`src/rtl/core/tkms_pkg.sv`:
```
// ----------------------------------------------------------------------------
// tkms_pkg: shared types and constants of the top-K most recent selector
// Slot store geometry, field widths, register map, scan interface structs
// and the controller state encoding.
// ----------------------------------------------------------------------------
package tkms_pkg;

  // Number of slots in the store.
  localparam int KEEP_COUNT   = 64;
  localparam int SLOT_AW      = (KEEP_COUNT > 1) ? $clog2(KEEP_COUNT) : 1;
  localparam int FILL_W       = $clog2(KEEP_COUNT + 1);

  // Field widths.
  localparam int ID_W         = 16;
  localparam int STAMP_W      = 63;
  localparam int RANK_W       = 6;
  localparam int CNT_W        = 7;
  localparam int CMP_W        = (FILL_W > CNT_W) ? FILL_W : CNT_W;

  // Report count handling.
  localparam int REPORT_LIMIT = 64;
  localparam int REPORT_RESET = 10;

  // Configuration port.
  localparam int CFG_AW       = 3;
  localparam int CFG_DW       = 32;
  localparam logic REG_REPORT_COUNT = 1'b0;

  typedef struct packed {
    logic [ID_W-1:0]    id;
    logic [STAMP_W-1:0] stamp;
  } slot_t;

  // Scan request from the controller to the scan unit.
  typedef struct packed {
    logic               start;
    logic               mode_next;   // 1: next in newest-first order, 0: oldest slot
    logic               first;       // first rank of a report, no predecessor
    logic [FILL_W-1:0]  count;       // number of slots to visit, at least 1
    logic [STAMP_W-1:0] prev_stamp;
    logic [SLOT_AW-1:0] prev_idx;
  } scan_req_t;

  // Scan result back to the controller.
  typedef struct packed {
    logic               done;
    logic [SLOT_AW-1:0] idx;
    slot_t              slot;
  } scan_res_t;

  typedef enum logic [1:0] {
    ST_IDLE,
    ST_FIND_OLD,
    ST_FIND_NEXT,
    ST_EMIT
  } state_t;

endpackage

```
`src/rtl/core/tkms_scan.sv`:
```
// ----------------------------------------------------------------------------
// tkms_scan: slot scan unit
// Walks the occupied slots one per cycle through the memory read port and
// keeps the best candidate: either the first-indexed oldest slot, or the
// next slot in newest-first order after a given predecessor.
// ----------------------------------------------------------------------------
module tkms_scan (
  input  logic                         clk,
  input  logic                         rst_n,
  input  tkms_pkg::scan_req_t          req,
  output logic                         rd_en,
  output logic [tkms_pkg::SLOT_AW-1:0] rd_addr,
  input  tkms_pkg::slot_t              rd_data,
  output tkms_pkg::scan_res_t          res
);

  logic                                issue_r;
  logic                                chk_v_r;
  logic                                chk_last_r;
  logic                                done_r;
  logic                                found_r;
  logic [tkms_pkg::SLOT_AW-1:0]        addr_r;
  logic [tkms_pkg::SLOT_AW-1:0]        last_addr_r;
  logic [tkms_pkg::SLOT_AW-1:0]        chk_idx_r;
  logic [tkms_pkg::SLOT_AW-1:0]        best_idx_r;
  tkms_pkg::slot_t                     best_r;
  logic                                mode_next_r;
  logic                                first_r;
  logic [tkms_pkg::STAMP_W-1:0]        prev_stamp_r;
  logic [tkms_pkg::SLOT_AW-1:0]        prev_idx_r;
  logic [tkms_pkg::FILL_W-1:0]         last_cnt;
  logic                                eligible;
  logic                                better;
  logic                                take;

  assign last_cnt = req.count - tkms_pkg::FILL_W'(1);

  // In newest-first mode a slot follows the predecessor if it is older, or
  // equally old and at a higher index. Scanning upward with strict compares
  // keeps the lowest index among equal stamps.
  always_comb begin
    eligible = !mode_next_r || first_r ||
               (rd_data.stamp < prev_stamp_r) ||
               ((rd_data.stamp == prev_stamp_r) && (chk_idx_r > prev_idx_r));
    if (mode_next_r) begin
      better = !found_r || (rd_data.stamp > best_r.stamp);
    end else begin
      better = !found_r || (rd_data.stamp < best_r.stamp);
    end
    take = chk_v_r && eligible && better;
  end

  always_ff @(posedge clk) begin
    if (!rst_n) begin
      issue_r <= 1'b0;
      chk_v_r <= 1'b0;
      done_r  <= 1'b0;
      found_r <= 1'b0;
    end else begin
      chk_v_r <= issue_r;
      done_r  <= chk_v_r && chk_last_r;
      if (req.start) begin
        issue_r <= 1'b1;
        found_r <= 1'b0;
      end else begin
        if (issue_r && (addr_r == last_addr_r)) begin
          issue_r <= 1'b0;
        end
        if (take) begin
          found_r <= 1'b1;
        end
      end
    end
  end

  always_ff @(posedge clk) begin
    chk_idx_r  <= addr_r;
    chk_last_r <= (addr_r == last_addr_r);
    if (req.start) begin
      addr_r       <= '0;
      last_addr_r  <= last_cnt[tkms_pkg::SLOT_AW-1:0];
      mode_next_r  <= req.mode_next;
      first_r      <= req.first;
      prev_stamp_r <= req.prev_stamp;
      prev_idx_r   <= req.prev_idx;
    end else if (issue_r) begin
      addr_r <= addr_r + tkms_pkg::SLOT_AW'(1);
    end
    if (take) begin
      best_r     <= rd_data;
      best_idx_r <= chk_idx_r;
    end
  end

  assign rd_en    = issue_r;
  assign rd_addr  = addr_r;
  assign res.done = done_r;
  assign res.idx  = best_idx_r;
  assign res.slot = best_r;

endmodule

```
`config.mk`:
```
export PLATFORM = sky130hd
export DESIGN_NAME = tkms_scan
export DESIGN_NICKNAME = d
export VERILOG_FILES = /design/src/rtl/core/tkms_pkg.sv /design/src/rtl/core/tkms_scan.sv
export SDC_FILE = /design/constraint.sdc
export NUM_CORES = 1
export LEC_CHECK = 0
export BUFFER_PORTS_ARGS = -buffer_cell sky130_fd_sc_hd__buf_2
export CAP_MARGIN = 25
export CELL_PAD_IN_SITES_DETAIL_PLACEMENT = 1
export CELL_PAD_IN_SITES_GLOBAL_PLACEMENT = 1
export CORE_ASPECT_RATIO = 0.5
export CORE_MARGIN = 2
export CORE_UTILIZATION = 41
export CTS_BUF_LIST = sky130_fd_sc_hd__clkbuf_16
export CTS_CLUSTER_DIAMETER = 150
export CTS_CLUSTER_SIZE = 14
export DETAILED_ROUTE_END_ITERATION = 10
export PLACE_DENSITY_LB_ADDON = 0.08
export SLEW_MARGIN = 20
export SYNTH_ARGS = -nofsm -noshare
export SYNTH_HDL_FRONTEND = slang
export SYNTH_SLANG_ARGS = --single-unit
```
`constraint.sdc`:
```
create_clock -name clk -period 6.5 [get_ports clk]
set_clock_uncertainty 0.15 [all_clocks]
set_input_delay 0 -clock clk [delete_from_list [all_inputs] [get_ports clk]]
set_output_delay 0 -clock clk [all_outputs]
set_load 0.05 [all_outputs]
```
# Word level (Yosys, flattened, before mapping)
# Cells that the tools add are included.
# word_totals
ff_bits,179
input_bits,160
elab_cells,41
output_inout_bits,93
# classes
bitwise,1
n_addsub,2
magnitude_cmp,4
muxes,3
n_reduce_logical,14
n_eq_ne,2
# ops
cell,n
$lt A63 B63 Y1,2
$eq A63 B63 Y1,1
$gt A63 B63 Y1,1
$add A6 B1 Y6 const B,1
$eq A6 B6 Y1,1
$gt A6 B6 Y1,1
$sub A6 B1 Y6 const B,1
$logic_and A1 B1 Y1,5
$logic_or A1 B1 Y1,5
$mux W1,3
$logic_not A1 Y1,2
$reduce_bool A2 Y1,1
$reduce_or A2 Y1,1
$not A1 Y1,1

# Depth between registers and ports, before layout
# Gate-level depths: netlist (run 1).
# logic_depth
depth_word,6
depth_mapped,9

# Worst setup path after synthesis (run 1)
# No wires, ideal clock.
# synth_timing
path_type,register to register
start,reg best_r (netlist bit res[38])
end,reg best_idx_r[0] (netlist bit) (enable)
path_buffers,0
setup_time_ns,0.527
path_slack_ns,0.181
arrival_time_ns,5.642
stages_incl_launch_ff,10
required_time_ns,5.823
cell_sequence,edfxtp_1 inv_1 ha_1 a21oi_1 o21ai_1 a22o_1 o41ai_1 o2111a_1 o21ai_0 a311oi_2
# synth_via
elab_chain_len,4
# synth_lines
element,line_no,text
from (decl),tkms_scan.sv:26,tkms_pkg::slot_t best_r;
from (signal assigned),tkms_scan.sv:90,best_r <= rd_data;
$lt A63 B63 Y1 or $gt A63 B63 Y1 (tied branches),"tkms_scan.sv:48, tkms_scan.sv:46",
$logic_or A1 B1 Y1 (on tied branches),"tkms_scan.sv:48, tkms_scan.sv:46",
$mux W1 *,tkms_scan.sv:45,if (mode_next_r) begin
$logic_and A1 B1 Y1 *,tkms_scan.sv:50,take = chk_v_r && eligible && better;
named net take,tkms_scan.sv:34,logic take;
to (signal assigned),tkms_scan.sv:91,best_idx_r <= chk_idx_r;
to (decl),tkms_scan.sv:25,logic [tkms_pkg::SLOT_AW-1:0] best_idx_r;
# Mark *: on every way through the listed nets, which the timed path passes. The rest lies on a longest branch.
# A chain may end at the register's enable or synchronous reset.

# Worst setup path in the final report (run 1)
# layout_timing
start,reg best_r (netlist bit res[54])
end,reg best_r (netlist bit res[3]) (enable)
# layout_via
elab_chain_len,4
# layout_lines
element,line_no
$lt A63 B63 Y1 or $gt A63 B63 Y1 (tied branches),"tkms_scan.sv:48, tkms_scan.sv:46"
$logic_or A1 B1 Y1 (on tied branches),"tkms_scan.sv:48, tkms_scan.sv:46"
$mux W1 *,tkms_scan.sv:45
$logic_and A1 B1 Y1 *,tkms_scan.sv:50
named net take,tkms_scan.sv:34
# Marked as above.

==> results.yml, run 1 <==
run_status:
  status: "finished clean"
yosys:
  synth.top_cells.by_area: "edfxtp_1 54%, ha_1 19%, inv_1 6.0%"
  synth-adder-area-share_pct: 18.75
  syn_inst: 710
  seq_area_frac_synth_pct: 58.20
  synthSimpleGateAreaFrac_pct: 7.694
  yosysTopAreaCellShare_pct: 54.39
  synth_xor_area_share_pct: 1.371
  synth_top_family_by_area: "adder cells"
  synth_mux_area_share_pct: 0.1119
  syn_nets: 1004
  avgSynthCellArea_um2: 12.60
  yosys_warnings: 0
  synth-compound-area-share_pct: 7.750
  yosys.area.top_type: "edfxtp_1"
  synth.distinct_cells: 46
  ys_ff_latch: 179
  syn_area_um2: 8944
global_route:
  grt-ovfl-total: 0
  grt_pass1_vias: 8012
  grt_usage_pct: 24.92
  grt_pass1_wl_um: 42640
  antenna_found_initial: 2
  grt_max_degree: 66
clock_tree:
  path_clk_slew_ps: 70
  cts_made_buffers: 17
  clock_latency_ps: 450
  cts.path.max_buffers: 2
  cts_tree: "done"
  htree_levels: 4
  ctsResizeCount: 0
  cts_root_buf: "clkbuf_16"
  numClockSinks: 179
drt:
  route.detailed.drc: 0
  drtIter0Drc: 266
  wl_per_cell_um: 18.87
  viasPerCell: 4.882
  vias: 7143
  wl_um: 27600
  dr.pass1.iters: 6
  drt.antenna.violating_nets: 0
die:
  start_util_pct: 41.52
  rows: 38
  die_h_um: 108.4
  fp.coreArea_um2: 21540
  fp.dieW_um: 212.9
  dieArea_um2: 23080
  io_pins: 253
worst_setup_path:
  r2r-start: "res[54]"
  critPathArrivalTime_ps: 3930
  critPathLaunch: "res[54]"
  reg2reg_slack_ps: 2540
  end_kind: "register"
  worstPathMaxFanout: 21
  crit_type: "reg -> reg"
  cpMostUsedCell: "o2111a_1"
  worst-path-stages: 10
  path_buf_inv: 3
  required_ps: 6470
  endpoint: "res[3]"
  crit_family: "simple AND/OR/NAND/NOR gates"
  slowest_stage: "nor4_1"
  path_cells: "inv_1 -> ha_1 -> nand4_1 -> nor4_1 -> nand3_1 -> o2111a_1 -> o2111a_1 -> a311oi_4 -> buf_8 -> buf_4"
  reg2reg_to: "res[3]"
  cp-start-kind: "register"
  r2r_cells: 10
  crit_path_max_incr_delay_ps: 680
finish:
  design_area_um2: 12880
  multiInputGateArea_um2: 3202
  area_delta_synth_final_pct: 44.03
  fin_nets: 1439
  drive_above_1_share_pct: 25.39
  seq_area_um2: 5205
  final_common_cell: "buf_2"
  fillers: 2269
  final_cell_mix: "250 x buf_2, 162 x edfxtp_1, 162 x dlygate4sd3_1, 146 x inv_1, 134 x ha_1"
timing:
  slew_headroom_pct: 39.43
  finalHoldViolations: 0
  rsz0062_at_grt: "false"
  setup_violations: 0
  fin_crit_ps: 3958
  fmax_ghz: 0.2526
  tns_ps: 0
  drv_slew: 0
  tightest_slew_ps: 908.5
  finalCritPeriodShare_pct: 60.90
power_and_ir_drop:
  leakage_nw: 5.968
  power-per-cell-area_nw_per_um2: 232.5
  p_sw_share_pct: 25.93
  combPwrFrac_pct: 17.2
  switchingPower_mw: 0.7765
  internal-power_mw: 2.219
  peakVddDrop_mv: 0.1580
  seq_power_share_pct: 45.4
  clkPwrFrac_pct: 37.4
placed_design:
  port_buffers: 251
  placed_area_um2: 10620
  place_congestion: 0.7995
  hpwl_um: 18340
hold_path:
  hold_class: "in -> reg"
flow_run:
  maxCapViolations: 0
through the flow:
stage                     util (%)  setup slack (ps)  std cells  power [mW]  hold slack (ps)
final                        59.81              2542       1463       2.995            112.0
after global routing         59.77              2307       1460       3.124            95.92
after detailed placement     49.32              2562       1264       1.808            28.82
after floorplan                  -             180.6        710       1.640           -80.93
after CTS                    59.75              2487       1458       3.005            85.69
after global placement       49.25              2292       1263       1.786            27.63
cell families (layout without fill, tap and decap cells):
kind of cell,after synthesis,in the layout
multiplexers,1,1
buffers and inverters,145,593
other,0,5
AND/OR/NAND/NOR,122,122
XOR/XNOR,14,14
flip-flops,179,179
adder cells (fa/ha/maj),134,134
AO/OA/AOI/OAI,115,115
flip-flops by register name, summed over array words and instances (netlist names):
name / cells
chk_last_r: 1
chk_v_r: 1
chk_idx_r: 6
res: 79
rd_addr: 6
last_addr_r: 6
done_r: 1
prev_stamp_r: 63
best_idx_r: 6
prev_idx_r: 6
found_r: 1
rd_en: 1
first_r: 1
mode_next_r: 1
Yosys cell counts, drive strengths merged:
cell	count
a2111o	1
a211oi	6
a21boi	3
a21o	6
a21oi	59
a221oi	3
a22o	2
a311oi	1
and2	1
and3	1
and4	1
buf	1
clkbuf	1
dfxtp	17
edfxtp	162
ha	134
inv	143
mux2i	1
nand2	37
nand2b	1
nand3	14
nand3b	2
nand4	29
nor2	16
nor2b	3
nor3	9
nor4	6
o2111a	2
o211ai	2
o21a	1
o21ai	24
o221ai	1
o31a	1
o31ai	2
o41ai	1
or3	2
xnor2	7
xor2	7
area by class of cell:
| cell class | count | share of cell area, % |
|---|---|---|
| Timing Repair Buffer | 418 | 22.71 |
| Clock inverter | 15 | 1.544 |
| Tap cell | 300 | 2.914 |
| Sequential cell | 179 | 40.41 |
| Clock buffer | 17 | 3.303 |
| Antenna cell | 5 | 0.09713 |
| Multi-Input combinational cell | 386 | 24.86 |
| Inverter | 143 | 4.167 |
power groups by stage:
stage / clock [mW] / sequential [mW] / combinational [mW]
final: 1.12 / 1.36 / 0.515
after global routing: 1.19 / 1.37 / 0.571
after floorplan: 0 / 1.46 / 0.179
after detailed placement: 0 / 1.38 / 0.425
after CTS: 1.14 / 1.36 / 0.509
after global placement: 0 / 1.38 / 0.405
worst min path at each step:
stage,end,startpoint,slack (ps),depth (start not counted)
finish,prev_stamp_r[5],req[11],110,2
global route,prev_stamp_r[5],req[11],100,2
floorplan,rd_addr[5],req[78],-80,1
detailed placement,res[63],rd_data[63],30,1
CTS,prev_stamp_r[56],req[62],90,2
global placement,prev_stamp_r[0],req[6],30,1
routing by layer:
layer	GRT usage [%]	vias to the layer above	routed length, um
li1	-	3437	-
met1	28.18	3498	11170
met2	45.70	168	14570
met3	6.651	40	1373
met4	8.691	0	489
met5	0	-	0
timing repair:
| action | in CTS | in global routing |
|---|---|---|
| hold endpoints to repair | 179 | 0 |
| buffers inserted | 0 | 0 |
| hold buffers | 162 | 0 |
Power figures use the tool's default switching activity.
==> inputs of run 2 (changes only) <==
--- a/config.mk
+++ b/config.mk
@@ -11,7 +11,7 @@
 export CELL_PAD_IN_SITES_GLOBAL_PLACEMENT = 1
 export CORE_ASPECT_RATIO = 0.5
 export CORE_MARGIN = 2
-export CORE_UTILIZATION = 41
+export CORE_UTILIZATION = 37
 export CTS_BUF_LIST = sky130_fd_sc_hd__clkbuf_16
 export CTS_CLUSTER_DIAMETER = 150
 export CTS_CLUSTER_SIZE = 14
==> constraint.sdc (replaced) <==
create_clock -name clk -period 3.3 [get_ports clk]
set_clock_uncertainty 0.15 [all_clocks]
set_input_delay 0 -clock clk [delete_from_list [all_inputs] [get_ports clk]]
set_output_delay 0 -clock clk [all_outputs]
set_load 0.05 [all_outputs]
==> run 2 against run 1 <==
Effect of this change: setup slack worse by 2400 ps; worst hold slack got worse by 8.5 ps; largest power group unchanged; wire length down 4.7%; register-to-register slack worse by 2400 ps; critical path depth up 1; highest routed layer unchanged; clock power up 63%; largest cell class unchanged; combinational power rose by 96%.
==> results.yml, run 2 (synthesis results as in run 1) <==
timing:
  fmax_ghz: 0.3161
  slew_headroom_pct: 56.54
  rsz0062_at_grt: "false"
  tns_ps: 0
  fin_crit_ps: 3164
  setup_violations: 0
  timing.final.ws_setup_ps: 136.4
  tightest_slew_ps: 651.8
  finalHoldViolations: 0
  finalCritPeriodShare_pct: 95.87
  drv_slew: 0
die:
  fp.coreArea_um2: 23870
  die_h_um: 113.9
  fp.dieW_um: 223.9
  dieArea_um2: 25510
  start_util_pct: 37.46
  rows: 40
  io_pins: 253
finish:
  final_common_cell: "buf_2"
  area_delta_synth_final_pct: 44.14
  final_cell_mix: "250 x buf_2, 162 x edfxtp_1, 162 x dlygate4sd3_1, 147 x inv_1, 134 x ha_1"
  drive_above_1_share_pct: 26.16
  utilization_pct: 54.00
  fillers: 2577
  design_area_um2: 12890
  largest_register_ffs: 79
  fin_nets: 1444
clock_tree:
  htree_levels: 4
  cts_made_buffers: 17
  cts_setup_buffers: 0
  path_clk_slew_ps: 70
  cts_tree: "done"
  cts_root_buf: "clkbuf_16"
  clock_latency_ps: 450
  cts.path.max_buffers: 2
  numClockSinks: 179
worst_setup_path:
  cp-start-kind: "register"
  end_kind: "register"
  reg2reg_to: "res[50]"
  reg2reg_slack_ps: 140
  critPathArrivalTime_ps: 3160
  r2r-start: "prev_stamp_r[18]"
  crit_type: "reg -> reg"
  r2r_cells: 11
  required_ps: 3300
  worstPathMaxFanout: 26
drt:
  vias: 7033
  wl_per_cell_um: 17.78
  wl_um: 26310
  drt.antenna.violating_nets: 0
  route.detailed.drc: 0
  viasPerCell: 4.752
  dr.pass1.iters: 4
  drtIter0Drc: 262
global_route:
  grt-ovfl-total: 0
  grt_usage_pct: 21.36
  grt_max_degree: 43
  grt_pass1_vias: 7600
  antenna_found_initial: 3
  grt_pass1_wl_um: 40820
run_status:
  status: "finished clean"
placed_design:
  place_worst_setup_slack_ps: 47.69
  hpwl_um: 18820
  port_buffers: 251
  placed_area_um2: 10730
  place_congestion: 0.7891
hold_path:
  whs_endpoint: "prev_stamp_r[48]"
  hold_class: "in -> reg"
  min_from: "req[54]"
  hold_depth: 2
power_and_ir_drop:
  leakage_nw: 5.973
  power-per-cell-area_nw_per_um2: 427.5
  peakVddDrop_mv: 0.3467
  power.total_mw: 5.511
flow_run:
  maxCapViolations: 0
==> run 2: changes by cell type in the layout (fill, tap and decap cells not counted), moves of 2 or more <==
cell	delta
buf_12	+4
clkinv_2	+4
buf_4	+2
bufinv_16	-5
nor4_4	+2
clkinv_1	-3
clkinvlp_4	+2
diode_2	-2
==> run 2: area by class of cell <==
| class | instances | area, um^2 | share of cell area, % |
|---|---|---|---|
| timing repair buffer | 423 | 3005 | 23.31 |
| multi-input combinational | 386 | 3241 | 25.14 |
| antenna | 3 | 7.507 | 0.05824 |
| clock buffer | 17 | 425.4 | 3.300 |
| sequential | 179 | 5205 | 40.38 |
| tap | 315 | 394.1 | 3.057 |
| inverter | 143 | 536.8 | 4.164 |
| clock inverter | 14 | 76.32 | 0.5921 |
==> run 2: report_power, final <==
part / leakage [nW] / internal, mW / switching (mW)
clock: 0.259 / 0.938 / 0.886
sequential: 1.68 / 2.62 / 0.0531
combinational: 4.04 / 0.430 / 0.581
==> run 2: metal layers <==
layer | track usage (%) | routed length, um
met5 | 0 | 0
met2 | 37.76 | 13280
met1 | 25.77 | 11500
met3 | 4.714 | 1042
met4 | 8.000 | 490
==> run 2: stage by stage <==
| step | instances | hold WS (ps) |
|---|---|---|
| floorplan | 710 | -80.93 |
| global placement | 1284 | 27.35 |
| detailed placement | 1284 | 28.53 |
| CTS | 1477 | 70.16 |
| global route | 1480 | 88.73 |
| finish | 1480 | 103.5 |
==> run 2: worst max-delay path: stages, from the launching register on <==
cell and delay (ps):
edfxtp_1 360, inv_1 80, ha_1 240, a21oi_1 170, o21a_1 150, o221ai_1 190, a2111o_1 470, o211ai_2 190
nand3_2 130, a311oi_4 340, buf_12 170, buf_12 190
==> run 2: how the worst max path moves through the flow <==
| stage | startpoint | slack, ps | end |
|---|---|---|---|
| 4_1_cts | prev_stamp_r[58] | 40 | res[52] |
| 5_1_grt | prev_stamp_r[50] | 1 | res[52] |
| 6_report | prev_stamp_r[18] | 140 | res[50] |
| 2_1_floorplan | res[38] | -1620 | best_idx_r[0] |
| 3_3_place_gp | prev_stamp_r[38] | 100 | res[49] |
| 3_5_place_dp | prev_stamp_r[58] | 50 | res[49] |
==> run 2: repair_timing <==
action / 4_1_cts / 5_1_grt
endpoints found under the hold margin: 199 / 0
resized for setup: 0 / 5
hold buffers: 162 / 0
setup endpoints to repair: 0 / 84
==> inputs of run 3 (changes only) <==
--- a/config.mk
+++ b/config.mk
@@ -16,6 +16,7 @@
 export CTS_CLUSTER_DIAMETER = 150
 export CTS_CLUSTER_SIZE = 14
 export DETAILED_ROUTE_END_ITERATION = 10
+export MAX_ROUTING_LAYER = met4
 export PLACE_DENSITY_LB_ADDON = 0.08
 export SLEW_MARGIN = 20
 export SYNTH_ARGS = -nofsm -noshare
==> run 3 against run 2 <==
Effect of this change: clock power is essentially flat; first-iteration DRC count is 1.9% higher; non-clock buffer count is the same; sequential share of layout area stayed put; sequential power about the same; die area unchanged; cell count is the same; combinational power barely moved; via count is 0.43% lower; critical path depth unchanged; maximum frequency grew 0.41%; global-route usage rose by 0.66 points.
==> results.yml, run 3 (synthesis results as in run 1) <==
run_status:
  status: "finished clean"
clock_tree:
  path_clk_slew_ps: 70
  cts_setup_buffers: 0
  htree_levels: 4
  cts_made_buffers: 17
  cts.path.max_buffers: 2
  numClockSinks: 179
  clock_latency_ps: 450
  cts_root_buf: "clkbuf_16"
  cts_tree: "done"
finish:
  layout.cells.non_filler: 1480
  seq_area_um2: 5205
  design_area_um2: 12890
  final_common_cell: "buf_2"
  drive_above_1_share_pct: 26.16
  multiInputGateArea_um2: 3241
  fillers: 2577
  fin_nets: 1444
  largest_register_ffs: 79
  area_delta_synth_final_pct: 44.14
  final_cell_mix: "250 x buf_2, 162 x edfxtp_1, 162 x dlygate4sd3_1, 147 x inv_1, 134 x ha_1"
power_and_ir_drop:
  switchingPower_mw: 1.518
  p_sw_share_pct: 27.56
  combPwrFrac_pct: 18.4
  clkPwrFrac_pct: 33.1
  leakage_nw: 5.973
  power-per-cell-area_nw_per_um2: 427.3
  internal-power_mw: 3.990
  seq_power_share_pct: 48.6
  peakVddDrop_mv: 0.3479
global_route:
  grt_max_degree: 43
  grt-ovfl-total: 0
  antenna_found_initial: 3
  grt_usage_pct: 22.02
  grt_pass1_vias: 7598
  grt_pass1_wl_um: 40810
placed_design:
  placed_area_um2: 10730
  hpwl_um: 18820
  place_congestion: 0.8002
  port_buffers: 251
  dp.cells: 1284
die:
  dieArea_um2: 25510
  fp.dieW_um: 223.9
  fp.coreArea_um2: 23870
  rows: 40
  start_util_pct: 37.46
  die_h_um: 113.9
  io_pins: 253
drt:
  m1WireLength_um: 11330
  route.detailed.drc: 0
  top_layer_used: "met4"
  viasPerCell: 4.732
  drt.antenna.violating_nets: 0
  wl_met2_um: 13300
  drtIter0Drc: 267
  wl_um: 26300
  wl_per_cell_um: 17.77
  vias: 7003
  dr_wl_met3_um: 1191
  dr.pass1.iters: 5
flow_run:
  maxCapViolations: 0
worst_setup_path:
  critPathArrivalTime_ps: 3150
  crit_path_max_incr_delay_ps: 470
  slowest_stage: "a2111o_1"
  worstPathMaxFanout: 26
  required_ps: 3300
  crit_type: "reg -> reg"
  cp-start-kind: "register"
  cpMostUsedCell: "buf_12"
  crit_family: "compound AO/OA/AOI/OAI gates"
  path_cells: "inv_1 -> ha_1 -> a21oi_1 -> o21a_1 -> o221ai_1 -> a2111o_1 -> o211ai_2 -> nand3_2 -> a311oi_4 -> buf_12 -> buf_12"
  path_buf_inv: 3
  end_kind: "register"
timing:
  drv_slew: 0
  slew_headroom_pct: 56.12
  setup_violations: 0
  finalCritPeriodShare_pct: 95.48
  rsz0062_at_grt: "false"
  tns_ps: 0
  fin_crit_ps: 3151
  finalHoldViolations: 0
  fmax_ghz: 0.3174
  tightest_slew_ps: 658.2
hold_path:
  hold_class: "in -> reg"
==> run 3: cell counts in the layout (fill, tap and decap cells not counted) <==
Identical to the previous run, type by type.
==> run 3: worst paths after layout <==
path | start | endpoint | slack (ps) | cells after the start
worst max-delay path | prev_stamp_r[18] | res[50] | 150 | 11
worst min-delay path | req[62] | prev_stamp_r[56] | 100 | 2
worst max register to register | prev_stamp_r[18] | res[50] | 150 | 11
worst min register to register | rd_addr[5] | chk_idx_r[5] | 270 | 0
==> run 3: cell type report <==
| type | count | area share, % |
|---|---|---|
| Sequential cell | 179 | 40.38 |
| Timing Repair Buffer | 423 | 23.31 |
| Multi-Input combinational cell | 386 | 25.14 |
| Antenna cell | 3 | 0.05824 |
| Inverter | 143 | 4.164 |
| Tap cell | 315 | 3.057 |
| Clock inverter | 14 | 0.5921 |
| Clock buffer | 17 | 3.300 |
==> run 3: repair_timing <==
item / CTS / global route
endpoints found under the hold margin: 199 / 0
setup endpoints to repair: 0 / 84
hold buffers: 162 / 0
resized for setup: 0 / 5
==> run 3: power by group through the flow <==
stage	combinational, mW	sequential, mW	clock [mW]
2_1_floorplan	0.355	2.87	0
3_3_place_gp	0.817	2.72	0
3_5_place_dp	0.848	2.72	0
4_1_cts	1.01	2.68	1.88
5_1_grt	1.13	2.69	1.97
6_report	1.01	2.68	1.82
==> run 3: worst reg2reg max path, cell delays in order (launching register included) <==
cell	delay, ps
edfxtp_1	360
inv_1	80
ha_1	250
a21oi_1	170
o21a_1	150
o221ai_1	190
a2111o_1	470
o211ai_2	190
nand3_2	130
a311oi_4	340
buf_12	170
buf_12	190
==> run 3: metal layers <==
metal	vias up	global-route usage, %
met3	31	4.405
met2	138	37.74
met5	-	-
met1	3384	25.98
li1	3450	-
met4	0	8.000
==> run 3: through the flow <==
step / hold slack [ps] / total power [mW] / worst slack (ps) / util (%)
after floorplan: -80.93 / 3.229 / -1624 / -
after global placement: 27.35 / 3.538 / 103.2 / 44.94
after detailed placement: 28.53 / 3.572 / 47.69 / 44.94
after CTS: 70.16 / 5.563 / 41.13 / 53.83
after global routing: 88.78 / 5.777 / 0.8855 / 54.00
final: 104.3 / 5.508 / 149.3 / 54.00
