--- config.mk ---
export PLATFORM = sky130hd
export DESIGN_NAME = tkms_ctrl
export DESIGN_NICKNAME = d
export VERILOG_FILES = /design/src/rtl/core/tkms_pkg.sv /design/src/rtl/core/tkms_ctrl.sv
export SDC_FILE = /design/constraint.sdc
export NUM_CORES = 1
export LEC_CHECK = 0
export BUFFER_PORTS_ARGS = -buffer_cell sky130_fd_sc_hd__buf_4
export CAP_MARGIN = 30
export CELL_PAD_IN_SITES_DETAIL_PLACEMENT = 2
export CELL_PAD_IN_SITES_GLOBAL_PLACEMENT = 2
export CORE_UTILIZATION = 33
export DETAILED_ROUTE_END_ITERATION = 8
export PLACE_DENSITY = 0.77
export SLEW_MARGIN = 20
export SYNTH_ARGS = -nofsm -noshare
export SYNTH_HDL_FRONTEND = slang
export SYNTH_SLANG_ARGS = --single-unit
--- constraint.sdc ---
create_clock -name clk -period 4.75 [get_ports clk]
set_clock_uncertainty 0.1 [all_clocks]
set_input_delay 0.7125 -clock clk [delete_from_list [all_inputs] [get_ports clk]]
set_output_delay 0.7125 -clock clk [all_outputs]
set_load 0.05 [all_outputs]
--- src/rtl/core/tkms_pkg.sv ---
// ----------------------------------------------------------------------------
// tkms_pkg: shared types and constants of the top-K most recent selector
// Slot store geometry, field widths, register map, scan interface structs
// and the controller state encoding.
// ----------------------------------------------------------------------------
package tkms_pkg;

  // Number of slots in the store.
  localparam int KEEP_COUNT   = 64;
  localparam int SLOT_AW      = (KEEP_COUNT > 1) ? $clog2(KEEP_COUNT) : 1;
  localparam int FILL_W       = $clog2(KEEP_COUNT + 1);

  // Field widths.
  localparam int ID_W         = 16;
  localparam int STAMP_W      = 63;
  localparam int RANK_W       = 6;
  localparam int CNT_W        = 7;
  localparam int CMP_W        = (FILL_W > CNT_W) ? FILL_W : CNT_W;

  // Report count handling.
  localparam int REPORT_LIMIT = 64;
  localparam int REPORT_RESET = 10;

  // Configuration port.
  localparam int CFG_AW       = 3;
  localparam int CFG_DW       = 32;
  localparam logic REG_REPORT_COUNT = 1'b0;

  typedef struct packed {
    logic [ID_W-1:0]    id;
    logic [STAMP_W-1:0] stamp;
  } slot_t;

  // Scan request from the controller to the scan unit.
  typedef struct packed {
    logic               start;
    logic               mode_next;   // 1: next in newest-first order, 0: oldest slot
    logic               first;       // first rank of a report, no predecessor
    logic [FILL_W-1:0]  count;       // number of slots to visit, at least 1
    logic [STAMP_W-1:0] prev_stamp;
    logic [SLOT_AW-1:0] prev_idx;
  } scan_req_t;

  // Scan result back to the controller.
  typedef struct packed {
    logic               done;
    logic [SLOT_AW-1:0] idx;
    slot_t              slot;
  } scan_res_t;

  typedef enum logic [1:0] {
    ST_IDLE,
    ST_FIND_OLD,
    ST_FIND_NEXT,
    ST_EMIT
  } state_t;

endpackage

--- src/rtl/core/tkms_ctrl.sv ---
// ----------------------------------------------------------------------------
// tkms_ctrl: sequencer of the selector
// Accepts items, fills free slots, runs replacement and ranking scans,
// writes the store and holds the result output register.
// ----------------------------------------------------------------------------
module tkms_ctrl (
  input  logic                         clk,
  input  logic                         rst_n,
  input  logic                         in_valid,
  output logic                         in_ready,
  input  logic [tkms_pkg::ID_W-1:0]    in_entry_id,
  input  logic [tkms_pkg::STAMP_W-1:0] in_stamp,
  input  logic                         in_end_of_list,
  input  logic [tkms_pkg::CNT_W-1:0]   report_count,
  output tkms_pkg::scan_req_t          scan_req,
  input  tkms_pkg::scan_res_t          scan_res,
  output logic                         wr_en,
  output logic [tkms_pkg::SLOT_AW-1:0] wr_addr,
  output tkms_pkg::slot_t              wr_data,
  output logic                         out_valid,
  input  logic                         out_ready,
  output logic [tkms_pkg::ID_W-1:0]    out_id,
  output logic [tkms_pkg::STAMP_W-1:0] out_stamp,
  output logic [tkms_pkg::RANK_W-1:0]  out_rank,
  output logic                         out_none_found,
  output logic                         out_last
);

  tkms_pkg::state_t                  state_r;
  tkms_pkg::state_t                  state_nxt;
  logic [tkms_pkg::FILL_W-1:0]       fill_r;
  logic [tkms_pkg::CNT_W-1:0]        lim_r;
  logic [tkms_pkg::CNT_W-1:0]        rank_r;
  logic                              none_r;
  tkms_pkg::slot_t                   item_r;
  tkms_pkg::slot_t                   res_r;
  logic [tkms_pkg::SLOT_AW-1:0]      res_idx_r;
  logic                              out_valid_r;
  tkms_pkg::slot_t                   out_slot_r;
  logic [tkms_pkg::RANK_W-1:0]       out_rank_r;
  logic                              out_none_r;
  logic                              out_last_r;

  logic                              accept;
  logic                              full;
  logic                              empty;
  logic                              out_load;
  logic                              emit_last;
  logic [tkms_pkg::CNT_W-1:0]        rc_eff;
  logic [tkms_pkg::CNT_W-1:0]        lim_calc;

  assign accept    = in_valid && (state_r == tkms_pkg::ST_IDLE);
  assign full      = (fill_r == tkms_pkg::FILL_W'(tkms_pkg::KEEP_COUNT));
  assign empty     = (fill_r == '0);
  assign emit_last = none_r || ((rank_r + tkms_pkg::CNT_W'(1)) == lim_r);
  assign out_load  = (state_r == tkms_pkg::ST_EMIT) && (!out_valid_r || out_ready);

  // A report count of zero counts as one and is capped at the report limit,
  // then limited to the number of entries held.
  always_comb begin
    if (report_count == '0) begin
      rc_eff = tkms_pkg::CNT_W'(1);
    end else if (report_count > tkms_pkg::CNT_W'(tkms_pkg::REPORT_LIMIT)) begin
      rc_eff = tkms_pkg::CNT_W'(tkms_pkg::REPORT_LIMIT);
    end else begin
      rc_eff = report_count;
    end
    if (tkms_pkg::CMP_W'(fill_r) < tkms_pkg::CMP_W'(rc_eff)) begin
      lim_calc = tkms_pkg::CNT_W'(fill_r);
    end else begin
      lim_calc = rc_eff;
    end
  end

  // Next state.
  always_comb begin
    state_nxt = state_r;
    unique case (state_r)
      tkms_pkg::ST_IDLE: begin
        if (accept) begin
          if (in_end_of_list) begin
            state_nxt = empty ? tkms_pkg::ST_EMIT : tkms_pkg::ST_FIND_NEXT;
          end else if (full) begin
            state_nxt = tkms_pkg::ST_FIND_OLD;
          end
        end
      end
      tkms_pkg::ST_FIND_OLD: begin
        if (scan_res.done) begin
          state_nxt = tkms_pkg::ST_IDLE;
        end
      end
      tkms_pkg::ST_FIND_NEXT: begin
        if (scan_res.done) begin
          state_nxt = tkms_pkg::ST_EMIT;
        end
      end
      tkms_pkg::ST_EMIT: begin
        if (out_load) begin
          state_nxt = emit_last ? tkms_pkg::ST_IDLE : tkms_pkg::ST_FIND_NEXT;
        end
      end
      default: state_nxt = tkms_pkg::ST_IDLE;
    endcase
  end

  // Outputs toward the scan unit and the store.
  always_comb begin
    in_ready            = (state_r == tkms_pkg::ST_IDLE);
    scan_req.start      = 1'b0;
    scan_req.mode_next  = 1'b0;
    scan_req.first      = 1'b0;
    scan_req.count      = fill_r;
    scan_req.prev_stamp = res_r.stamp;
    scan_req.prev_idx   = res_idx_r;
    wr_en               = 1'b0;
    wr_addr             = fill_r[tkms_pkg::SLOT_AW-1:0];
    wr_data.id          = in_entry_id;
    wr_data.stamp       = in_stamp;
    unique case (state_r)
      tkms_pkg::ST_IDLE: begin
        if (accept) begin
          if (in_end_of_list) begin
            scan_req.start     = !empty;
            scan_req.mode_next = 1'b1;
            scan_req.first     = 1'b1;
          end else if (full) begin
            scan_req.start = 1'b1;
            scan_req.count = tkms_pkg::FILL_W'(tkms_pkg::KEEP_COUNT);
          end else begin
            wr_en = 1'b1;
          end
        end
      end
      tkms_pkg::ST_FIND_OLD: begin
        // Replace the oldest slot only with a strictly newer item.
        if (scan_res.done && (item_r.stamp > scan_res.slot.stamp)) begin
          wr_en   = 1'b1;
          wr_addr = scan_res.idx;
          wr_data = item_r;
        end
      end
      tkms_pkg::ST_FIND_NEXT: begin
      end
      tkms_pkg::ST_EMIT: begin
        if (out_load && !emit_last) begin
          scan_req.start     = 1'b1;
          scan_req.mode_next = 1'b1;
        end
      end
      default: begin
      end
    endcase
  end

  always_ff @(posedge clk) begin
    if (!rst_n) begin
      state_r     <= tkms_pkg::ST_IDLE;
      fill_r      <= '0;
      none_r      <= 1'b0;
      out_valid_r <= 1'b0;
    end else begin
      state_r <= state_nxt;
      if (accept && !in_end_of_list && !full) begin
        fill_r <= fill_r + tkms_pkg::FILL_W'(1);
      end else if (out_load && emit_last) begin
        fill_r <= '0;
      end
      if (accept && in_end_of_list && empty) begin
        none_r <= 1'b1;
      end else if (out_load) begin
        none_r <= 1'b0;
      end
      if (out_load) begin
        out_valid_r <= 1'b1;
      end else if (out_ready) begin
        out_valid_r <= 1'b0;
      end
    end
  end

  always_ff @(posedge clk) begin
    if (accept) begin
      item_r.id    <= in_entry_id;
      item_r.stamp <= in_stamp;
      lim_r        <= lim_calc;
      rank_r       <= '0;
    end else if (out_load) begin
      rank_r <= rank_r + tkms_pkg::CNT_W'(1);
    end
    if ((state_r == tkms_pkg::ST_FIND_NEXT) && scan_res.done) begin
      res_r     <= scan_res.slot;
      res_idx_r <= scan_res.idx;
    end
    if (out_load) begin
      out_last_r <= emit_last;
      out_none_r <= none_r;
      if (none_r) begin
        out_slot_r <= '0;
        out_rank_r <= '0;
      end else begin
        out_slot_r <= res_r;
        out_rank_r <= rank_r[tkms_pkg::RANK_W-1:0];
      end
    end
  end

  assign out_valid      = out_valid_r;
  assign out_id         = out_slot_r.id;
  assign out_stamp      = out_slot_r.stamp;
  assign out_rank       = out_rank_r;
  assign out_none_found = out_none_r;
  assign out_last       = out_last_r;

endmodule

After elaboration in Yosys (flattened, before gate mapping)
Cells that the tools add are included.
- word-level logic and storage cells: 91
- output and inout port bits: 254
- register bits after elaboration: 276
- reduce and logical (&&, ||, !) cells: 24
- order comparisons: 3
- add/subtract/negate cells: 2
- mux-type cells: 36
- equality and inequality tests: 10
- operators with widths (kind ; number):
    2-to-1 mux 79 bit ; 2
    greater-than comparator 63 bit ; 1
    2-to-1 mux 7 bit ; 7
    2-to-1 mux 2 bit ; 9
    adder 7 x 1 -> 7 bit (second input constant) ; 2
    logical NOT 7 bit ; 2
    2-to-1 mux 6 bit ; 2
    2-to-1 mux 1 bit ; 11
    logical AND 1 bit ; 10
    2-to-1 mux 10 bit ; 1
    2-to-1 mux 8 bit ; 1
    one-hot mux 2 bit (4 select lines) ; 1
    equality test 7 bit ; 1
    equality test 7 bit (second input constant) ; 1
    greater-than comparator 7 bit (second input constant) ; 1
    < comparator 7 bit ; 1
    != test 2 bit (second input constant) ; 3
    nonzero test 2 bit ; 3
    logical NOT 1 bit ; 5
    AND reduction 5 bit ; 1
    equality test 2 bit (second input constant) ; 2
    one-hot mux 2 bit (2 select lines) ; 1
    != test 3 x 1 -> 1 bit (second input constant) ; 1
    equality test 2 x 1 -> 1 bit (second input constant) ; 1
    other kinds (4) ; 5

Logic depth before layout (Yosys ltp)
Gate-level depths: netlist of the first run.
- depth after elaboration: 7
- depth in mapped cells: 11

Worst setup path before layout of the first run
OpenSTA, ideal clock, no wires.
- path type: register -> output
- start: reg state_r[0]
- end: out scan_req[77] (netlist bit)
- data required time: 3938 ps
- stages on the path, launching flop included: 7
- path buffers: 0
- setup slack: 83 ps
- arrival: 3855 ps
- cell sequence: dfxtp_1 > inv_1 > ha_1 > nand2_1 > clkinv_1 > nand2_1 > o21ai_0
- RTL lines (item ; line ; source):
    from (decl) ; tkms_ctrl.sv:29 ; tkms_pkg::state_t state_r;
    from (signal assigned) ; tkms_ctrl.sv:158 ; state_r <= tkms_pkg::ST_IDLE;
    from (signal assigned) ; tkms_ctrl.sv:163 ; state_r <= state_nxt;
    to (decl) ; tkms_ctrl.sv:15 ; output tkms_pkg::scan_req_t scan_req,

==> results of run 1 <==
==> cell families (layout without fill, tap and decap cells) <==
family / count (synthesis) / in the layout / share of synthesized area
AO/OA/AOI/OAI: 86 / 86 / 0.04263
XOR/XNOR: 13 / 13 / 0.008718
adder cells (fa/ha/maj): 76 / 76 / 0.07281
buffers and inverters: 170 / 582 / 0.07147
flip-flops: 276 / 276 / 0.6208
multiplexers: 92 / 92 / 0.09006
other: 0 / 3 / 0
AND/OR/NAND/NOR: 220 / 220 / 0.09351
==> registers in the layout (all words and copies together) (netlist names) <==
register	flops
res_r	16
none_r	1
out_none_found	1
scan_req	63
fill_r	7
rank_r	7
out_rank	6
res_idx_r	6
out_stamp	63
out_last	1
item_r	79
state_r	2
out_id	16
out_valid	1
lim_r	7
==> worst paths after layout <==
path / start / cells after the start / end
min reg2reg: rank_r[1]$_SDFFE_PP0P_ / 2 / rank_r[1]$_SDFFE_PP0P_
min: scan_res[71] / 1 / res_r[71]$_DFFE_PP_
max: item_r[50]$_DFFE_PP_ / 11 / wr_data[25]
max reg2reg: rank_r[0]$_SDFFE_PP0P_ / 8 / state_r[1]$_SDFFE_PN0P_
==> cells in the final DEF, fill, tap and decap left out, drive strengths merged, types with 3 or more instances in the layout <==
cell / synthesis / final
nor2b: 88 / 88
and4: 3 / 3
edfxtp: 258 / 258
a21oi: 34 / 34
o211ai: 8 / 8
ha: 76 / 76
clkinvlp: 0 / 3
nor3b: 3 / 3
or3: 8 / 8
nor4: 4 / 4
xor2: 5 / 5
nand2: 39 / 39
diode: 0 / 3
mux2i: 5 / 5
nand4: 14 / 14
clkinv: 1 / 14
o21ai: 15 / 15
nor3: 9 / 9
buf: 73 / 443
nor2: 24 / 24
nand3: 19 / 19
a21o: 5 / 5
a211oi: 4 / 4
a31oi: 5 / 5
dfxtp: 18 / 18
inv: 78 / 79
a221oi: 3 / 3
clkbuf: 18 / 41
xnor2: 8 / 8
mux2: 87 / 87
==> metal layers <==
metal	track usage	vias to the layer above	share of wire
met3	0.05032	74	0.059
met2	0.3864	279	0.53
li1	-	4090	-
met1	0.2289	4456	0.38
met4	0.07879	2	0.033
met5	0	-	0.00028
==> power breakdown <==
group          switching [uW]  leakage, uW  internal (uW)
logic                    1640      0.00428            766
registers                 208      0.00254           3160
clock network            1020     0.000530           1520
==> layout make-up <==
cell class                      count  area, sq um
Tap cell                          518        648.1
Inverter                           79        301.5
Sequential cell                   276         8112
Clock buffer                       41        940.9
Antenna cell                        3        7.507
Multi-Input combinational cell    487         4028
Clock inverter                     19        148.9
Timing Repair Buffer              443         3367
Fill cell                        3880        21270
==> stage by stage <==
| stage | power (uW) | hold slack (ps) |
|---|---|---|
| 6_report | 8314 | 271.6 |
| 5_1_grt | 8658 | 245.8 |
| 4_1_cts | 8434 | 245.4 |
| 3_5_place_dp | 5843 | 385.5 |
| 3_3_place_gp | 5736 | 373.7 |
| 2_1_floorplan | 5023 | 357.2 |
==> synthesized netlist by cell type, drive strengths merged, types with 5 or more instances <==
cell / n / area share
mux2: 87 / 0.086
ha: 76 / 0.073
or3: 8 / 0.0038
a21o: 5 / 0.0029
nor2b: 88 / 0.042
o21ai: 15 / 0.0057
mux2i: 5 / 0.0038
xnor2: 8 / 0.0054
nor2: 24 / 0.0069
inv: 78 / 0.022
edfxtp: 258 / 0.59
a21oi: 34 / 0.014
o211ai: 8 / 0.0046
nand2: 39 / 0.011
nor3: 9 / 0.0034
clkbuf: 18 / 0.0052
nand4: 14 / 0.0072
dfxtp: 18 / 0.028
nand3: 19 / 0.0073
a31oi: 5 / 0.0024
xor2: 5 / 0.0034
buf: 73 / 0.044
==> worst register-to-register path: stages (launching register included) <==
cell,delay (ps)
dfxtp_1,440
ha_1,290
nor3b_1,240
o21a_1,170
o31ai_1,90
a2111oi_2,450
nor2_1,290
a2111oi_0,500
nor3_1,90
==> repair_timing <==
item	4_1_cts	5_1_grt
gates resized for setup	0	2
buffers inserted	0	2
setup endpoints to repair	0	53
==> metrics.cfg, run 1 <==
[die]
die_y_microns = 200.9
fp.dieW_microns = 200.9
core_sq_mm = 0.03883
dieArea_sq_mm = 0.04037
ios = 431
initial_core_util = 0.3364
num_rows = 72

[route]
drc = 0
ant_nets = 0
wire_per_inst_microns = 22.78
dr.pass1.iters = 4
drtIter0Drc = 243
vias = 8901
avgViaCountPerCell = 4.770
drt_wl_total_mm = 42.52

[cells_and_area]
fin_area_sq_mm = 0.01755
fin_util = 0.4521
layout.nets = 1574
stdcell_count = 1866
syn_to_final_growth_pct = 34.40
drive_gt1_frac = 0.4394

[synthesis]
syn_area_per_cell_sq_um = 14.00
yosysWarningCount = 0
seq_area_frac_synth = 0.6208
ys.flop_type = edfxtp_1
synthArstFlopShare = 0
syn-cell-area_sq_mm = 0.01306
synthDistinctLibCells = 54
synth_cells = 933
synth_edf_count = 258
syn-num-nets = 1186
ys_ff_latch = 276

[critical_path]
cp-start-kind = flop
required_ps = 3940
cp-end-kind = output port
worstPathCellList = ha_1, nand4_1, nor4_4, buf_4, nand4_1, a21oi_1, nor4_1, a21oi_4, buf_12, mux2_2, buf_4
cp_top_family = simple AND/OR/NAND/NOR gates
crit_fanout = 39
reg2reg_slack_ps = 1970
cp_num_buf_inv = 3
path_class = reg -> out
slowest_delay_ps = 420
cp.arrival_ps = 3720
slowest_stage = edfxtp_1

[global_route]
grt_max_degree = 61
grt_pass1_vias = 9968
grt-ovfl-total = 0
grt_pass1_wl_mm = 63.44
grt_util_all_layers = 0.2088
antenna_found_initial = 4

[placement]
portBuffers = 430
dp_cells = 1801
place_area_sq_mm = 0.01643
dpl.hpwl_mm = 32.70
dp_worst_setup_slack_ps = 188.9
gp_congestion = 0.8014

[cts]
cts.sinks = 276
cts_buffers = 34
cts_tree = yes
root_buffer = clkbuf_16
htreeDepth = 2
clk_latency_ps = 510
cts_buffer_depth = 3
cts.hold.buffers_added = 0
clk_pin_slew_ps = 60

[pwr]
leakagePower_uw = 0.007341
vdd_drop_max_mv = 0.2456
powerDensity_mw_per_mm2 = 473.6

[min_path]
min_path_type = in -> reg

[sta]
slew_headroom = 0.3795
finalSetupViolations = 0
tightestPinTransition_ps = 930.8
finalWorstSetupSlack_ps = 215.6
min_period_ps = 4534
fin_tns_setup_ps = 0
fmax_mhz = 220.5
finalMaxSlewViolations = 0
finalCritPeriodShare = 0.9546
hold_viol_final = 0
rsz0062_at_grt = false

[run_status]
status = completed

[flow_run]
max_cap_violations = 0

(Power assumes the default switching activity.)
==> run 2, diff against run 1 <==
ABC_CLOCK_PERIOD_IN_PS = 4750   (was default)
CELL_PAD_IN_SITES_DETAIL_PLACEMENT = default   (was 2)
CELL_PAD_IN_SITES_GLOBAL_PLACEMENT = default   (was 2)
CORE_UTILIZATION = 43   (was 33)
PLACE_DENSITY = 0.68   (was 0.77)
==> run 2 against run 1 <==
  * Sequential share of layout area is 0.78 points higher
  * Register-to-register slack better by 100 ps
  * First-iteration DRC count is 110% higher
  * Sequential cell count stayed put
  * Routed wire length is 21% lower
  * Clock-buffer cell count is 4 lower
  * Critical path type unchanged
==> metrics.cfg, run 2 (synthesis results as in run 1) <==
[cells_and_area]
largest_reg_flops = 79
layout.nets = 1571
top_register = item_r
syn_to_final_growth_pct = 32.16
final_common_cell = buf_4
antennaDiodeCount = 0
drive_gt1_frac = 0.4382
fin_util = 0.5793
final_cell_mix = 440 x buf_4, 258 x edfxtp_1, 88 x nor2b_1

[min_path]
min_path_type = in -> reg

[pwr]
leakagePower_uw = 0.007278
combPwrFrac = 0.296
pwr-share-seq = 0.420
p_int_uw = 5221
clkPwrFrac = 0.284
switchingPower_uw = 2726
powerDensity_mw_per_mm2 = 460.4
vdd_drop_max_mv = 0.3268
p_sw_frac = 0.3430

[sta]
finalCritPeriodShare = 0.9403
hold_viol_final = 0
tightestPinTransition_ps = 944.3
min_period_ps = 4466
slew_headroom = 0.3656
fmax_mhz = 223.9
finalSetupViolations = 0
fin_tns_setup_ps = 0
rsz0062_at_grt = false
finalMaxSlewViolations = 0

[route]
route.met3.wl_mm = 2.430
wire_per_inst_microns = 19.50
vias = 8617
avgViaCountPerCell = 4.975
drtIter0Drc = 499
wl_met1_mm = 13.18
dr.pass1.iters = 5
wl_met2_mm = 17.20
ant_nets = 0
highest_layer = met4
drc = 0
drt_wl_total_mm = 33.77

[cts]
clk_latency_ps = 550
cts_tree = yes
htreeDepth = 1
root_buffer = clkbuf_16
clk_pin_slew_ps = 60
cts_buffer_depth = 3
cts.sinks = 276
cts_setup_buffers = 0
cts_buffers = 30

[critical_path]
cp.arrival_ps = 3650
path_class = reg -> out
cp-start-kind = flop
required_ps = 3940
cp-end-kind = output port
crit_fanout = 14

[die]
ios = 431
core_sq_mm = 0.02980
die_y_microns = 176.3
initial_core_util = 0.4383
num_rows = 63
fp.dieW_microns = 176.3
dieArea_sq_mm = 0.03107

[placement]
portBuffers = 430
dpl.hpwl_mm = 25.50
gp_congestion = 0.8184

[global_route]
grt-ovfl-total = 0
grt_pass1_vias = 8638
grt_max_degree = 88
grt_util_all_layers = 0.2117
grt_pass1_wl_mm = 50.00
antenna_found_initial = 0

[flow_run]
max_cap_violations = 0

[run_status]
status = completed

run 2: power by group through the flow:
stage | Sequential, uW | Combinational [uW] | Clock, uW
after global placement | 3380 | 2320 | 0
after detailed placement | 3390 | 2360 | 0
after CTS | 3340 | 2370 | 2310
after floorplan | 3600 | 1420 | 0
after global routing | 3370 | 2500 | 2400
final | 3340 | 2360 | 2260
run 2: stage by stage:
step | cells | power [uW] | setup slack, ps | hold slack (ps) | instance area, sq um
finish | 1732 | 7947 | 283.8 | 238.6 | 17260
global route | 1732 | 8276 | 16.82 | 203.4 | 17260
CTS | 1731 | 8019 | 127.1 | 206.5 | 17230
detailed placement | 1675 | 5747 | 321.2 | 377.1 | 16270
global placement | 1674 | 5701 | 461.7 | 374.1 | 16250
floorplan | 933 | 5023 | 82.65 | 357.2 | 13060
run 2: worst max-delay path: stages (launching register included):
cell and delay [ps]:
edfxtp_1 420, ha_1 350, nand4_1 160, nor4_1 400
buf_4 190, nand4_1 120, a21oi_1 190, nor4_1 100
a21oi_4 270, buf_4 340, mux2_2 370, buf_4 190
run 2: final cells by class:
type	instances	area (sq um)
clock buffer	37	798.3
clock inverter	19	157.7
fill	2444	12540
inverter	79	301.5
multi-input combinational	487	4021
sequential	276	8112
tap	390	488.0
timing repair buffer	444	3382
run 2: layer usage:
layer,track usage,vias to the layer above
met1,0.2550,4161
met5,0,-
met3,0.05146,52
met4,0.06304,0
met2,0.3725,316
li1,-,4088
run 2: repair_timing:
action | 4_1_cts | 5_1_grt
endpoints found under the setup margin | 0 | 21
hold buffers | 0 | 0
gates resized for setup | 0 | 1
run 2: final timing paths:
path / startpoint / end / slack (ps) / cells past startpoint
setup / recovery: item_r[45]$_DFFE_PP_ / wr_data[5] / 280 / 11
hold reg to reg: rank_r[1]$_SDFFE_PP0P_ / rank_r[1]$_SDFFE_PP0P_ / 380 / 2
setup reg to reg: state_r[0]$_SDFFE_PN0P_ / lim_r[1]$_DFFE_PP_ / 2070 / 5
hold / removal: scan_res[68] / res_r[68]$_DFFE_PP_ / 240 / 1
==> run 3, diff against run 2 <==
CORE_ASPECT_RATIO = 0.75   (was default)
==> run 3 against run 2 <==
  * Design area grew 0.36%
  * Register-to-register slack gained 90 ps
  * Routed wire length is 5.6% higher
  * Global-route usage grew 1.3 points
  * Highest routed layer is now met5
==> metrics.cfg, run 3 (synthesis results as in run 1) <==
[pwr]
p_int_uw = 5245
switchingPower_uw = 2754
vdd_drop_max_mv = 0.2727
pwr-share-seq = 0.419
combPwrFrac = 0.299
powerDensity_mw_per_mm2 = 461.7
clkPwrFrac = 0.282
leakagePower_uw = 0.007313
p_sw_frac = 0.3443

[critical_path]
reg2reg_slack_ps = 2160
path_class = reg -> out
required_ps = 3940
ff2ff_path_depth = 5
crit_path_start = item_r[38]$_DFFE_PP_
cp.arrival_ps = 3750
cp-endpoint = wr_data[25]
crit-reg2reg-launch = fill_r[4]$_SDFFE_PN0P_
crit_fanout = 62
cp-start-kind = flop
cp-end-kind = output port
r2r-end = lim_r[6]$_DFFE_PP_

[die]
dieArea_sq_mm = 0.03108
ios = 431
fp.dieW_microns = 203.2
num_rows = 54
initial_core_util = 0.4433
core_sq_mm = 0.02946
die_y_microns = 152.9

[placement]
place_area_sq_mm = 0.01630
dp_cells = 1677
portBuffers = 430
dpl.hpwl_mm = 27.21
gp_congestion = 0.8656

[global_route]
grt_max_degree = 88
grt-ovfl-total = 0
antenna_found_initial = 2
grt_pass1_vias = 8713
grt_util_all_layers = 0.2248
grt_pass1_wl_mm = 52.67

[cells_and_area]
syn_to_final_growth_pct = 32.63
fin_area_sq_mm = 0.01732
top_register = item_r
stdcell_count = 1733
fillers = 2372
layout.nets = 1571
drive_gt1_frac = 0.4396
final_common_cell = buf_4
largest_reg_flops = 79
final_cell_mix = 437 x buf_4, 258 x edfxtp_1, 88 x nor2b_1

[min_path]
min_path_type = in -> reg

[sta]
finalSetupViolations = 0
finalCritPeriodShare = 0.9602
hold_viol_final = 0
finalMaxSlewViolations = 0
slew_headroom = 0.5386
tightestPinTransition_ps = 690.9
fin_tns_setup_ps = 0
fmax_mhz = 219.3
rsz0062_at_grt = false
min_period_ps = 4561
holdWs_ps = 235.0

[route]
wire_per_inst_microns = 20.57
vias = 8660
dr.pass1.iters = 5
drtIter0Drc = 470
avgViaCountPerCell = 4.997
drt_wl_total_mm = 35.65
drc = 0
ant_nets = 0

[flow_run]
max_cap_violations = 0

[cts]
cts_tree = yes
cts.sinks = 276
cts_buffer_depth = 3
clk_pin_slew_ps = 60
cts_setup_buffers = 0
htreeDepth = 1
root_buffer = clkbuf_16
cts_buffers = 29
clk_latency_ps = 560

[run_status]
status = completed

==> run 3: changes by cell type in the layout (fill, tap and decap cells not counted), moves of 2 or more <==
| cell | change |
|---|---|
| clkbuf_1 | -3 |
| clkinv_1 | +2 |
| clkbuf_8 | +2 |
| buf_4 | -3 |
| clkinvlp_4 | -3 |
==> run 3: cell type report <==
cell class	instances	area [sq um]	area share
tap	392	490.5	0.02832
multi-input combinational	487	4041	0.2333
timing repair buffer	445	3437	0.1984
sequential	276	8112	0.4683
clock buffer	34	764.5	0.04413
inverter	79	301.5	0.01741
antenna	1	2.502	0.0001445
clock inverter	19	172.7	0.009968
==> run 3: worst min path at each step <==
stage / start / end / slack, ps / depth (start not counted)
global route: scan_res[74] / res_r[74]$_DFFE_PP_ / 210 / 1
detailed placement: rank_r[1]$_SDFFE_PP0P_ / rank_r[1]$_SDFFE_PP0P_ / 380 / 2
floorplan: rank_r[1]$_SDFFE_PP0P_ / rank_r[1]$_SDFFE_PP0P_ / 360 / 2
finish: scan_res[46] / scan_req[52]$_DFFE_PP_ / 240 / 1
global placement: rank_r[1]$_SDFFE_PP0P_ / rank_r[1]$_SDFFE_PP0P_ / 380 / 2
CTS: scan_res[66] / res_r[66]$_DFFE_PP_ / 210 / 1
==> run 3: repair_timing <==
action                                  CTS  global route
resized for setup                         1             4
endpoints found under the setup margin   85            85
pin swaps                                 0             1
hold buffers                              0             0
==> run 3: through the flow <==
step | utilization | power [uW] | worst slack (ps)
floorplan | - | 5023 | 82.65
global placement | 0.5511 | 5722 | 159.8
detailed placement | 0.5533 | 5777 | 92.26
CTS | 0.5853 | 8043 | 58.93
global route | 0.5880 | 8317 | 9.241
finish | 0.5880 | 7998 | 189.3
==> run 3: worst max-delay path, cell delays in order, from the launching register on <==
cell	delay [ps]
edfxtp_1	460
ha_1	360
nand4_1	170
nor4_4	360
buf_4	180
nand4_1	130
a21oi_1	200
nor4_1	100
a21oi_4	200
clkbuf_16	340
mux2_2	390
buf_4	190
==> run 3: power groups by stage <==
stage          clock network, uW  registers [uW]  logic (uW)
3_3_place_gp                   0            3400        2320
4_1_cts                     2300            3360        2380
3_5_place_dp                   0            3410        2370
5_1_grt                     2390            3390        2540
6_report                    2250            3360        2390
2_1_floorplan                  0            3600        1420
==> run 3: layer usage <==
layer  GRT usage  routed length [microns]
met1      0.2853                    14540
met2      0.3701                    17070
met3     0.06503                     2854
met4     0.07053                     1173
met5           0                       12
